<file path="src/timer_slot_bank_top_assert.svh">
// ---------------------------------------------------------------------------
// timer slot bank assertion macros
// concurrent assertion wrappers shared by the rtl files of the timer bank
// ---------------------------------------------------------------------------
`ifndef TIMER_SLOT_BANK_TOP_ASSERT_SVH
`define TIMER_SLOT_BANK_TOP_ASSERT_SVH

`ifndef NO_ASSERTIONS

// assertion sampled on the clock, off while reset is held
`define TSB_ASSERT(label, clk, rst_n, prop, msg) \
    label: assert property (@(posedge clk) disable iff (!rst_n) prop) else $error(msg);

// assertion sampled on the clock, also checked during reset
`define TSB_ASSERT_NORST(label, clk, prop, msg) \
    label: assert property (@(posedge clk) prop) else $error(msg);

`else

`define TSB_ASSERT(label, clk, rst_n, prop, msg)

`define TSB_ASSERT_NORST(label, clk, prop, msg)

`endif

`endif

</file>
<file path="src/tsb_pkg.sv">
// ---------------------------------------------------------------------------
// tsb_pkg
// types and constants shared by the timer slot bank modules
// ---------------------------------------------------------------------------
`timescale 1ns / 1ps

package tsb_pkg;

    // command codes
    localparam logic [1:0] CMD_START = 2'd0;
    localparam logic [1:0] CMD_STOP  = 2'd1;
    localparam logic [1:0] CMD_TICK  = 2'd2;
    localparam logic [1:0] CMD_POLL  = 2'd3;

    // result kinds
    localparam logic [1:0] KIND_STARTED = 2'd0;
    localparam logic [1:0] KIND_FULL    = 2'd1;
    localparam logic [1:0] KIND_EXPIRED = 2'd2;

    // divide by ten: multiply by reciprocal, exact for any 32-bit value
    localparam logic [31:0] DIV10_RECIP = 32'hCCCC_CCCD;
    localparam int          DIV10_SHIFT = 35;
    localparam int          RELOAD_W    = 29;
    localparam int          TICK_W      = 64;

    typedef struct packed {
        logic [1:0]  cmd;
        logic [31:0] period_ms;
        logic        repeat_flag;
        logic [3:0]  slot_sel;
    } t_in_item;

    typedef struct packed {
        logic [1:0] kind;
        logic [3:0] slot_id;
        logic       last;
    } t_out_item;

    // one slot as held in the slot memory
    typedef struct packed {
        logic                rep;
        logic [RELOAD_W-1:0] reload;
        logic [TICK_W-1:0]   deadline;
    } t_slot_entry;

    // controller to datapath commands
    typedef struct packed {
        logic load_fields;
        logic clr_idx;
        logic inc_idx;
        logic do_stop;
        logic do_tick;
        logic do_mul;
        logic start_write;
        logic emit_start;
        logic emit_full;
        logic poll_act;
        logic emit_pend_last;
    } t_ctrl_cmd;

    // datapath to controller status
    typedef struct packed {
        logic slot_free;
        logic idx_last;
        logic hit;
        logic pend_valid;
        logic out_free;
    } t_dp_status;

endpackage

</file>
<file path="src/tsb_ram.sv">
// ---------------------------------------------------------------------------
// tsb_ram
// generic single write port, single read port ram with registered read
// ---------------------------------------------------------------------------
`timescale 1ns / 1ps

module tsb_ram #(
    parameter int WIDTH = 8,
    parameter int DEPTH = 16,
    parameter int AW    = (DEPTH > 1) ? $clog2(DEPTH) : 1
) (
    input  logic             i_clk,
    input  logic             i_we,
    input  logic [AW-1:0]    i_waddr,
    input  logic [WIDTH-1:0] i_wdata,
    input  logic [AW-1:0]    i_raddr,
    output logic [WIDTH-1:0] o_rdata
);

    logic [WIDTH-1:0] r_mem [DEPTH];
    logic [WIDTH-1:0] r_rdata;

    // write port and registered read port
    always_ff @(posedge i_clk) begin
        if (i_we) begin
            r_mem[i_waddr] <= i_wdata;
        end
        r_rdata <= r_mem[i_raddr];
    end

    assign o_rdata = r_rdata;

endmodule

</file>
<file path="src/tsb_datapath.sv">
// ---------------------------------------------------------------------------
// tsb_datapath
// tick counter, slot active bits, slot memory, scan index and result register
// ---------------------------------------------------------------------------
`timescale 1ns / 1ps
`include "timer_slot_bank_top_assert.svh"

module tsb_datapath #(
    parameter int NUM_SLOTS = 16
) (
    input  logic                i_clk,
    input  logic                i_rst_n,
    input  tsb_pkg::t_in_item   i_in,
    input  tsb_pkg::t_ctrl_cmd  i_cmd,
    output tsb_pkg::t_dp_status o_status,
    output logic                o_out_valid,
    input  logic                i_out_ready,
    output tsb_pkg::t_out_item  o_out
);

    import tsb_pkg::*;

    localparam int SW      = (NUM_SLOTS > 1) ? $clog2(NUM_SLOTS) : 1;
    localparam int ENTRY_W = $bits(t_slot_entry);

    logic [SW-1:0]        r_idx, n_idx;
    logic [TICK_W-1:0]    r_now, n_now;
    logic [NUM_SLOTS-1:0] r_active, n_active;
    logic                 r_out_valid, n_out_valid;
    t_out_item            r_out, n_out;
    logic                 r_pend_valid, n_pend_valid;
    logic [SW-1:0]        r_pend_id;
    logic [31:0]          r_interval;
    logic                 r_repeat;
    logic [63:0]          r_prod;

    logic [RELOAD_W-1:0]  start_reload;
    logic [RELOAD_W-1:0]  base_reload;
    logic [TICK_W-1:0]    new_deadline;
    logic [ENTRY_W-1:0]   ram_rdata;
    t_slot_entry          rd_entry;
    t_slot_entry          wr_entry;
    logic                 ram_we;
    logic                 sel_in_range;
    logic [SW-1:0]        sel_idx;
    logic                 out_free;
    logic                 hit;

    assign start_reload = r_prod[DIV10_SHIFT +: RELOAD_W];
    assign rd_entry     = t_slot_entry'(ram_rdata);
    assign sel_in_range = 32'(i_in.slot_sel) < 32'(NUM_SLOTS);
    assign sel_idx      = SW'(i_in.slot_sel);
    assign out_free     = !r_out_valid || i_out_ready;
    assign hit          = r_active[r_idx] && (r_now >= rd_entry.deadline);

    // status back to the controller
    assign o_status.slot_free  = !r_active[r_idx];
    assign o_status.idx_last   = (r_idx == SW'(NUM_SLOTS - 1));
    assign o_status.hit        = hit;
    assign o_status.pend_valid = r_pend_valid;
    assign o_status.out_free   = out_free;

    // new deadline: one adder shared by start and reschedule
    assign base_reload  = i_cmd.start_write ? start_reload : rd_entry.reload;
    assign new_deadline = r_now + TICK_W'(base_reload);

    always_comb begin
        wr_entry.rep      = i_cmd.start_write ? r_repeat : 1'b1;
        wr_entry.reload   = base_reload;
        wr_entry.deadline = new_deadline;
    end

    assign ram_we = i_cmd.start_write || (i_cmd.poll_act && rd_entry.rep);

    // slot memory, read address runs one step ahead of the scan index
    tsb_ram #(
        .WIDTH (ENTRY_W),
        .DEPTH (NUM_SLOTS),
        .AW    (SW)
    ) u_slot_ram (
        .i_clk   (i_clk),
        .i_we    (ram_we),
        .i_waddr (r_idx),
        .i_wdata (wr_entry),
        .i_raddr (n_idx),
        .o_rdata (ram_rdata)
    );

    // next state of index, counter, active bits, pending and result
    always_comb begin
        n_idx = r_idx;
        if (i_cmd.clr_idx) begin
            n_idx = '0;
        end else if (i_cmd.inc_idx) begin
            n_idx = r_idx + SW'(1);
        end

        n_now = r_now;
        if (i_cmd.do_tick) begin
            n_now = r_now + TICK_W'(1);
        end

        n_active = r_active;
        if (i_cmd.do_stop && sel_in_range) begin
            n_active[sel_idx] = 1'b0;
        end
        if (i_cmd.start_write) begin
            n_active[r_idx] = 1'b1;
        end
        if (i_cmd.poll_act && !rd_entry.rep) begin
            n_active[r_idx] = 1'b0;
        end

        n_pend_valid = r_pend_valid;
        if (i_cmd.poll_act) begin
            n_pend_valid = 1'b1;
        end else if (i_cmd.emit_pend_last) begin
            n_pend_valid = 1'b0;
        end

        n_out_valid = r_out_valid && !i_out_ready;
        n_out       = r_out;
        if (i_cmd.emit_start) begin
            n_out_valid = 1'b1;
            n_out.kind    = KIND_STARTED;
            n_out.slot_id = 4'(r_idx);
            n_out.last    = 1'b1;
        end else if (i_cmd.emit_full) begin
            n_out_valid = 1'b1;
            n_out.kind    = KIND_FULL;
            n_out.slot_id = 4'd0;
            n_out.last    = 1'b1;
        end else if (i_cmd.poll_act && r_pend_valid) begin
            n_out_valid = 1'b1;
            n_out.kind    = KIND_EXPIRED;
            n_out.slot_id = 4'(r_pend_id);
            n_out.last    = 1'b0;
        end else if (i_cmd.emit_pend_last) begin
            n_out_valid = 1'b1;
            n_out.kind    = KIND_EXPIRED;
            n_out.slot_id = 4'(r_pend_id);
            n_out.last    = 1'b1;
        end
    end

    // control registers
    always_ff @(posedge i_clk) begin
        if (!i_rst_n) begin
            r_idx        <= '0;
            r_now        <= '0;
            r_active     <= '0;
            r_out_valid  <= 1'b0;
            r_pend_valid <= 1'b0;
        end else begin
            r_idx        <= n_idx;
            r_now        <= n_now;
            r_active     <= n_active;
            r_out_valid  <= n_out_valid;
            r_pend_valid <= n_pend_valid;
        end
    end

    // payload registers
    always_ff @(posedge i_clk) begin
        r_out <= n_out;
        if (i_cmd.poll_act) begin
            r_pend_id <= r_idx;
        end
        if (i_cmd.load_fields) begin
            r_interval <= i_in.period_ms;
            r_repeat   <= i_in.repeat_flag;
        end
        if (i_cmd.do_mul) begin
            r_prod <= 64'(r_interval) * 64'(DIV10_RECIP);
        end
    end

    assign o_out_valid = r_out_valid;
    assign o_out       = r_out;

    `TSB_ASSERT(a_start_free_slot, i_clk, i_rst_n, i_cmd.start_write |-> !r_active[r_idx], "start wrote a busy slot")
    `TSB_ASSERT(a_emit_out_free, i_clk, i_rst_n, (i_cmd.emit_start || i_cmd.emit_full || i_cmd.emit_pend_last || (i_cmd.poll_act && r_pend_valid)) |-> out_free, "result overwrote an untaken result")
    `TSB_ASSERT_NORST(a_reset_clears, i_clk, !i_rst_n |=> (r_active == '0 && !r_out_valid && !r_pend_valid), "reset left slots or results behind")

endmodule

</file>
<file path="src/tsb_ctrl.sv">
// ---------------------------------------------------------------------------
// tsb_ctrl
// command sequencer: accepts a command and steps the slot scan
// ---------------------------------------------------------------------------
`timescale 1ns / 1ps
`include "timer_slot_bank_top_assert.svh"

module tsb_ctrl (
    input  logic                i_clk,
    input  logic                i_rst_n,
    input  logic                i_in_valid,
    input  logic [1:0]          i_in_cmd,
    output logic                o_in_ready,
    input  tsb_pkg::t_dp_status i_status,
    output tsb_pkg::t_ctrl_cmd  o_cmd
);

    import tsb_pkg::*;

    typedef enum logic [4:0] {
        S_IDLE     = 5'b00001,
        S_MUL      = 5'b00010,
        S_START    = 5'b00100,
        S_POLL     = 5'b01000,
        S_POLL_END = 5'b10000
    } t_state;

    t_state r_state, n_state;

    // next state and datapath commands
    always_comb begin
        n_state    = r_state;
        o_cmd      = '0;
        o_in_ready = 1'b0;
        unique case (r_state)
            S_IDLE: begin
                o_in_ready = 1'b1;
                if (i_in_valid) begin
                    unique case (i_in_cmd)
                        CMD_START: begin
                            o_cmd.load_fields = 1'b1;
                            o_cmd.clr_idx     = 1'b1;
                            n_state           = S_MUL;
                        end
                        CMD_STOP: begin
                            o_cmd.do_stop = 1'b1;
                        end
                        CMD_TICK: begin
                            o_cmd.do_tick = 1'b1;
                        end
                        CMD_POLL: begin
                            o_cmd.clr_idx = 1'b1;
                            n_state       = S_POLL;
                        end
                        default: begin
                            n_state = S_IDLE;
                        end
                    endcase
                end
            end
            S_MUL: begin
                o_cmd.do_mul = 1'b1;
                n_state      = S_START;
            end
            S_START: begin
                // wait for a free result register, then look for a free slot
                if (i_status.out_free) begin
                    if (i_status.slot_free) begin
                        o_cmd.start_write = 1'b1;
                        o_cmd.emit_start  = 1'b1;
                        n_state           = S_IDLE;
                    end else if (i_status.idx_last) begin
                        o_cmd.emit_full = 1'b1;
                        n_state         = S_IDLE;
                    end else begin
                        o_cmd.inc_idx = 1'b1;
                    end
                end
            end
            S_POLL: begin
                // hold the scan when an earlier expiry cannot be pushed out
                if (!(i_status.hit && i_status.pend_valid && !i_status.out_free)) begin
                    o_cmd.poll_act = i_status.hit;
                    if (i_status.idx_last) begin
                        n_state = S_POLL_END;
                    end else begin
                        o_cmd.inc_idx = 1'b1;
                    end
                end
            end
            S_POLL_END: begin
                if (!i_status.pend_valid) begin
                    n_state = S_IDLE;
                end else if (i_status.out_free) begin
                    o_cmd.emit_pend_last = 1'b1;
                    n_state              = S_IDLE;
                end
            end
            default: begin
                n_state = S_IDLE;
            end
        endcase
    end

    // state register
    always_ff @(posedge i_clk) begin
        if (!i_rst_n) begin
            r_state <= S_IDLE;
        end else begin
            r_state <= n_state;
        end
    end

    `TSB_ASSERT(a_idle_no_pending, i_clk, i_rst_n, (r_state == S_IDLE) |-> !i_status.pend_valid, "expiry left pending after poll")

endmodule

</file>
<file path="src/timer_slot_bank_top.sv">
// ---------------------------------------------------------------------------
// timer_slot_bank_top
// bank of timer slots driven by a 64-bit tick counter
// ---------------------------------------------------------------------------
`timescale 1ns / 1ps

// Stop and tick commands are taken in S_IDLE and give no result. A start is
// taken in S_IDLE, then S_MUL turns period_ms into ticks through the
// divide-by-ten multiplier, then S_START scans the active bits one slot a
// cycle until the lowest free slot is found, or reports full at the last
// slot; the scan waits while the result register still holds an untaken
// result. A poll is taken in S_IDLE, then S_POLL scans the slot memory one
// slot read a cycle, holding while a new expiry is found and the result
// register still holds an untaken expiry, and S_POLL_END emits the last
// expiry, if any, once the result register is free. Results pass through a
// one-deep output register, so a new command is taken while the last result
// waits. Reset clears the active bits; there is no clearing pass over the slot memory.
module timer_slot_bank_top #(
    parameter int NUM_SLOTS = 16
) (
    input  logic               i_clk,
    input  logic               i_rst_n,
    input  logic               i_in_valid,
    output logic               o_in_ready,
    input  tsb_pkg::t_in_item  i_in,
    output logic               o_out_valid,
    input  logic               i_out_ready,
    output tsb_pkg::t_out_item o_out
);

    import tsb_pkg::*;

    t_ctrl_cmd  ctrl_cmd;
    t_dp_status dp_status;

    // command sequencer
    tsb_ctrl u_ctrl (
        .i_clk      (i_clk),
        .i_rst_n    (i_rst_n),
        .i_in_valid (i_in_valid),
        .i_in_cmd   (i_in.cmd),
        .o_in_ready (o_in_ready),
        .i_status   (dp_status),
        .o_cmd      (ctrl_cmd)
    );

    // slot storage and arithmetic
    tsb_datapath #(
        .NUM_SLOTS (NUM_SLOTS)
    ) u_datapath (
        .i_clk       (i_clk),
        .i_rst_n     (i_rst_n),
        .i_in        (i_in),
        .i_cmd       (ctrl_cmd),
        .o_status    (dp_status),
        .o_out_valid (o_out_valid),
        .i_out_ready (i_out_ready),
        .o_out       (o_out)
    );

endmodule

</file>
<file path="config.mk">
export PLATFORM = sky130hd
export DESIGN_NAME = timer_slot_bank_top
export DESIGN_NICKNAME = d
export VERILOG_FILES = /design/src/tsb_pkg.sv /design/src/tsb_ram.sv /design/src/tsb_datapath.sv /design/src/tsb_ctrl.sv /design/src/timer_slot_bank_top.sv
export VERILOG_INCLUDE_DIRS = /design/src /design/src/src
export SDC_FILE = /design/constraint.sdc
export NUM_CORES = 2
export LEC_CHECK = 0
export BUFFER_PORTS_ARGS = -buffer_cell sky130_fd_sc_hd__buf_2
export CAP_MARGIN = 20
export CORE_AREA = 5 5 544 546
export CTS_BUF_LIST = sky130_fd_sc_hd__clkbuf_4
export DETAILED_ROUTE_END_ITERATION = 10
export DIE_AREA = 0 0 549 551
export PLACE_DENSITY = 0.46
export SLEW_MARGIN = 10
export SYNTH_ARGS = -nofsm -noshare
export SYNTH_HDL_FRONTEND = slang
export SYNTH_SLANG_ARGS = --single-unit
</file>
<file path="constraint.sdc">
create_clock -name i_clk -period 9.4 [get_ports i_clk]
set_input_delay 0.47 -clock i_clk [delete_from_list [all_inputs] [get_ports i_clk]]
set_output_delay 0.47 -clock i_clk [all_outputs]
set_load 0.005 [all_outputs]
</file>
# Yosys cells after proc, flatten, opt, wreduce, memory -nomap -nowiden
# Memory sizes are Yosys's and may differ from the RTL's. A register that Yosys moved wholly into a read port is not among the register bits.
# Index checks and enable logic that the tools add are counted.
[classes] n_addsub=3 multipliers=1 n_div=0 order_cmp=5 eq_ne=16 n_shift=0 mux=60 n_bitwise=5 n_reduce_logical=23
[ops] operator="adder 64 x 1 -> 64 bit, second input constant" count=1
[ops] operator="adder 64 x 29 -> 64 bit" count=1
[ops] operator=">= comparator 64 bit" count=1
[ops] operator="multiplier 32 x 32 -> 64 bit, second input constant" count=1
[ops] operator="two-way mux 16 bit" count=3
[ops] operator="two-way mux 5 bit" count=9
[ops] operator="AND 16 bit" count=2
[ops] operator="inverter 16 bit" count=2
[ops] operator="two-way mux 1 bit" count=29
[ops] operator="two-way mux 29 bit" count=1
[ops] operator="one-hot mux 5 bit (5 select lines)" count=1
[ops] operator="bitwise OR 16 bit" count=1
[ops] operator="two-way mux 7 bit" count=2
[ops] operator="less-than comparator 4 x 5 -> 1 bit, second input constant" count=2
[ops] operator="two-way mux 2 bit" count=5
[ops] operator="one-hot mux 5 bit (2 select lines)" count=1
[ops] operator="logical AND 1 bit" count=9
[ops] operator="inequality test 3 bit, second input constant" count=3
[ops] operator="demux 1 bit (select 4 bit)" count=2
[ops] operator=">= comparator 4 x 1 -> 1 bit, second input constant" count=2
[ops] operator="two-way mux 4 bit" count=2
[ops] operator="AND reduction 7 bit" count=1
[ops] operator="two-way mux 3 bit" count=2
[ops] operator="two-way mux 6 bit" count=1
[ops] operator="other kinds (20)" count=29
[totals] reg_bits=199 latchBits=0 ram_bits=1504 romBits=0 inputBits=43 output_inout_bits=9 wordCells=128 n_memories=1
[memory_table] memory="u_datapath.u_slot_ram.r_mem" depth=16 width=94 rd=1 rd_ports_with_merged_regs=1 write_ports=1 line="tsb_ram.sv:20" rtl="logic [WIDTH-1:0] r_mem [DEPTH];"

# Longest topological paths before layout
[depth] word_depth=11 depth_mapped=27 ltp_nobuf=26

# Hierarchy
# From an unflattened synthesis, not the netlist that was laid out.
[hier_totals] cells_unflattened=5283 area_unflattened_um2=85558.3
[modules_own_cells] mod="tsb_ram" n_inst=1 cells_each=2408 area_each_um2=58033.2 seq_area_each_um2=47045.1
[modules_own_cells] mod="tsb_datapath" n_inst=1 cells_each=2814 area_each_um2=27040.9 seq_area_each_um2=3883.7
[modules_own_cells] mod="tsb_ctrl" n_inst=1 cells_each=61 area_each_um2=484.2 seq_area_each_um2=100.1

# Worst setup path before layout
# OpenSTA, ideal clock, no wires.
[synth_path] path_kind="register to register" from="register u_datapath.r_interval[17]" to="register u_datapath.r_prod[63], data pin" setup_ns=0.260 arrival_ns=7.007 t_required_ns=9.140 path_slack_ns=2.133 stages_incl_launch_ff=25 path_buffers=0 period_less_slack_ns=7.267 cell_sequence="edfxtp_1 > ha_1 > inv_1 > fa_1 > inv_1 > fa_1 > inv_1 > fa_1 > inv_1 > fa_1 > fa_1 > fa_1 > fa_1 > ha_1 > a21o_1 > a21o_1 > a21oi_1 > o21ai_0 > a31oi_1 > o211ai_1 > a221oi_1 > o31ai_1 > o41ai_1 > o21ba_2 > xnor2_1"
[synth_between] elab_chain_len=1
[synth_lines] item="start, declared" line="tsb_datapath.sv:33" rtl="logic [31:0] r_interval;"
[synth_lines] item="start signal, assigned" line="tsb_datapath.sv:170" rtl="r_interval <= i_in.period_ms;"
[synth_lines] item="multiplier 32 x 32 -> 64 bit" line="tsb_datapath.sv:174" rtl="r_prod <= 64'(r_interval) * 64'(DIV10_RECIP);"
[synth_lines] item="end signal, assigned" line="tsb_datapath.sv:174"
[synth_lines] item="end, declared" line="tsb_datapath.sv:35" rtl="logic [63:0] r_prod;"
# No other way between the ends.
# A chain may end at the register's enable or synchronous reset.

# Worst setup path in the final report
[layout_path] from="register u_datapath.r_idx[0]" to="memory u_datapath.u_slot_ram.r_mem[3][42] in the netlist's numbering, data pin"
[layout_between] elab_chain_len=7
[layout_lines] item="start, declared" line="tsb_datapath.sv:26" rtl="logic [SW-1:0] r_idx, n_idx;"
[layout_lines] item="start signal, assigned" line="tsb_datapath.sv:155" rtl="r_idx <= n_idx;"
[layout_lines] item="binary-select mux 1 bit (select 4 bit)" line="tsb_datapath.sv:57" rtl="assign o_status.slot_free = !r_active[r_idx];"
[layout_lines] item="two-way mux 1 bit (implied by the code)" line="tsb_datapath.sv:57"
[layout_lines] item="two-way mux 2 bit" line="tsb_ctrl.sv:68" rtl="if (i_status.slot_free) begin"
[layout_lines] item="two-way mux 3 bit" line="tsb_ctrl.sv:67" rtl="if (i_status.out_free) begin"
[layout_lines] item="two-way mux 3 bit" line="tsb_ctrl.sv:35" rtl="unique case (r_state)"
[layout_lines] item="two-way mux 29 bit" line="tsb_datapath.sv:64" rtl="assign base_reload = i_cmd.start_write ? start_reload : rd_entry.reload;"
[layout_lines] item="net u_datapath.base_reload[0]" line="tsb_datapath.sv:38" rtl="logic [RELOAD_W-1:0] base_reload;"
[layout_lines] item="adder 64 x 29 -> 64 bit" line="tsb_datapath.sv:65" rtl="assign new_deadline = r_now + TICK_W'(base_reload);"
[layout_lines] item="net u_datapath.new_deadline[42]" line="tsb_datapath.sv:39" rtl="logic [TICK_W-1:0] new_deadline;"
[layout_lines] item="end, declared" line="tsb_ram.sv:20"
# The timed path passes the listed nets, and every way through them passes these cells. The select of a mux whose other input is x is not followed.

==> reports/results.ini <==
[status]
status=finished, final reports clean

[clock_network]
root_buffer=clkbuf_4
cts_buffer_depth=4
cts_tree=done
cts_setup_buffers=0
clkLatencyLatePin_ns=1.28
cts_buffers=464
clk_pin_slew_ns=0.07
numClockSinks=1762
h-tree-depth=5

[global_routing]
grt_max_degree=116
track_usage=0.167
grt_pass1_wl_um=376000
grt_pass1_vias=55100
grt-ovfl-total=0
grt_antenna_before_repair=12

[worst_setup_path]
r2r-end=u_datapath.u_slot_ram.r_mem[3][42]
end_kind=flip-flop
regToRegSetupSlack_ns=0.57
reg2reg_depth=21
crit_type=reg2reg
rr_startpoint=u_datapath.r_idx[0]
cp.required_ns=10.27
worstSetupEndpoint=u_datapath.u_slot_ram.r_mem[3][42]
critPathLaunch=u_datapath.r_idx[0]
crit_fanout=17
cp_data_arrival_time_ns=9.70
cp-start-kind=flip-flop

[placed_design]
place.detailed.hpwl_um=154000
portBuffers=51
place_congestion=0.881

[routing]
routedWlPerCell_um=23.6
drt_iter0_drc=3920
wl_met2_um=120000
drt-vias-per-instance=4.83
routed.top_layer=met5
ant_nets=0
first_pass_iters=6
num_vias=52800
dr_wl_met3_um=14000
routed_wl_um=258000
m1WireLength_um=118000
drcViolationCount=0

[yosys]
yosys.area.top_type=edfxtp_1
synth_area_um2=86600
synth_edf_count=1574
yosysWarnings=0
ys.flop_type=edfxtp_1
syn_nets=7049
seq_area_frac_synth=0.589
synth_cell_types=78
yosys-top-cells-area=edfxtp_1, fa_1, ha_1, dfxtp_1, mux2i_1
synth-seq-cells=1762
async_reset_ff_frac=0
yosysTopAreaCellShare=0.546
ys_top_cells_by_count=edfxtp_1, inv_1, ha_1, fa_1, nand2_1
synthMostInstantiatedCell=edfxtp_1
netlist_instances=6171
syn_avg_cell_area_um2=14.0

[sta]
finalMaxSlewViolations=0
fin_skew_ns=0.225
period_minus_slack_ns=8.83
fin_crit_sh=0.940
whs_ns=0.174
hold_viol=0
slew_headroom=0.213
rsz0062_at_grt=false
max_clock_freq_mhz=113
worst_slew_pin_slew_ns=1.16
setup-tns-final_ns=0
finalSetupViolCount=0

[run]
maxCapViolations=0

[floorplan]
core_um2=290000
rows=198
start_util=0.299
dieArea_um2=302000
die_h_um=551
die_width_um=549
io-pin-count=52

[pwr]
internal_power_w=0.0216
cellPowerDensity_nw_per_um2=368
power.leakage_nw=36.0
p_switching_w=0.0149
pwr-share-comb=0.544
p_clk_frac=0.189
vdd_drop_max_mv=0.932
pwr-share-seq=0.267
swShare=0.408

[layout]
area_growth_pct=14.3
drive_above_1_share=0.157
final_net_count=7524

[worst_hold_path]
hold_path_class=in2reg
hold_start=i_in[33]

-- worst min-delay path by stage --
stage / endpoint / slack (ns) / cells after the start
final: u_datapath.r_interval[28] / 0.17 / 2
after global routing: u_datapath.r_interval[28] / 0.09 / 2
after CTS: u_datapath.r_interval[28] / 0.02 / 2
after detailed placement: u_datapath.o_out[6] / 0.45 / 2
after global placement: u_datapath.o_out[0] / 0.44 / 2
after floorplan: u_datapath.r_pend_id[3] / 0.41 / 0
-- state kept, by name (all words and copies together), names as in the netlist, 5 cells and up --
register                       count
u_datapath.r_active               16
u_datapath.u_slot_ram.r_mem     1504
u_datapath.u_slot_ram.o_rdata     94
u_datapath.r_prod                 29
u_datapath.r_now                  64
u_datapath.r_interval             32
u_datapath.o_out                   7
u_ctrl.r_state                     5
-- cell type report --
class                      instances  area (um2)
clock inverter                   127         673
sequential                      1762       51000
fill                           28700      191000
tap                             3900        4880
antenna                            8        20.0
inverter                         625        2350
timing repair buffer             268        2340
clock buffer                     729        5470
multi-input combinational       3525       32300
-- critical path, stage by stage, from the launching register on --
cell and delay (ns):
dfxtp_1 0.78, mux4_2 0.58, mux2_2 0.31, o21ai_0 0.41
and2_2 0.58, nand2_1 0.22, nand2_1 0.56, ha_1 0.30
inv_1 0.06, fa_1 0.40, nor2b_1 0.12, o21ai_0 0.11
a21boi_0 0.35, o21ai_0 0.18, a21boi_0 0.35, o21ai_0 0.34
a21oi_1 0.25, buf_4 0.16, o2111ai_1 0.17, and2_1 0.41
a2111oi_0 0.84, xor2_1 0.88
-- layer usage --
layer | global-route usage | up-vias
met5 | 0 | -
met4 | 0.0469 | 6
met3 | 0.0290 | 363
met2 | 0.268 | 1465
met1 | 0.235 | 27100
li1 | - | 23900
-- cells by family (layout without fill, tap and decap cells) --
family / after synthesis / after routing / share of synthesized area
buffers and inverters: 884 / 1749 / 0.0421
DFF: 1762 / 1762 / 0.589
other: 0 / 8 / 0
and+or+nand+nor: 1050 / 1050 / 0.0556
xor gates and xnor gates: 184 / 184 / 0.0186
muxes: 419 / 419 / 0.0616
adders and majority gates: 835 / 835 / 0.154
AOI/OAI and AO/OA: 1037 / 1037 / 0.0786
-- per-stage QoR --
step / util / worst slack (ns) / total power, W / cell area (um2) / std cells
2_1_floorplan: - / 2.13 / 0.0238 / 86600 / 6171
3_3_place_gp: 0.316 / 0.654 / 0.0297 / 91800 / 9974
3_5_place_dp: 0.317 / 0.601 / 0.0295 / 91900 / 9985
4_1_cts: 0.341 / 0.465 / 0.0368 / 98800 / 10900
5_1_grt: 0.341 / 0.227 / 0.0398 / 99000 / 10900
6_report: 0.341 / 0.568 / 0.0364 / 99000 / 10900
-- timing repair --
item	in CTS	in global routing
setup endpoints to repair	0	1
hold buffers	79	0
endpoints found under the hold margin	100	0
gates resized for setup	0	1
-- cell usage in the layout (no fill, tap or decap), types with 51 or more instances in the layout --
cell | Yosys | routed
clkbuf_4 | 0 | 734
buf_2 | 48 | 51
inv_1 | 624 | 624
o22ai_1 | 151 | 151
mux4_2 | 88 | 88
dlygate4sd3_1 | 0 | 79
and2_1 | 72 | 71
buf_4 | 51 | 111
a21oi_1 | 278 | 276
o31ai_1 | 86 | 86
fa_1 | 388 | 388
xnor2_1 | 112 | 105
nand3_1 | 127 | 127
ha_1 | 447 | 447
clkinv_1 | 1 | 102
dfxtp_1 | 188 | 188
edfxtp_1 | 1574 | 1574
mux2i_1 | 325 | 323
nor2_1 | 275 | 258
a21o_1 | 55 | 55
o21ai_0 | 109 | 109
nand2_1 | 374 | 372
a211oi_1 | 172 | 172
xor2_1 | 72 | 70
-- power by group through the flow --
stage / clock (W) / combinational (W) / sequential (W)
finish: 0.00688 / 0.0198 / 0.00972
global route: 0.00756 / 0.0225 / 0.00973
CTS: 0.00714 / 0.0200 / 0.00971
detailed placement: 0 / 0.0196 / 0.00988
global placement: 0 / 0.0198 / 0.00988
floorplan: 0 / 0.0140 / 0.00981
(Power assumes the default switching activity.)
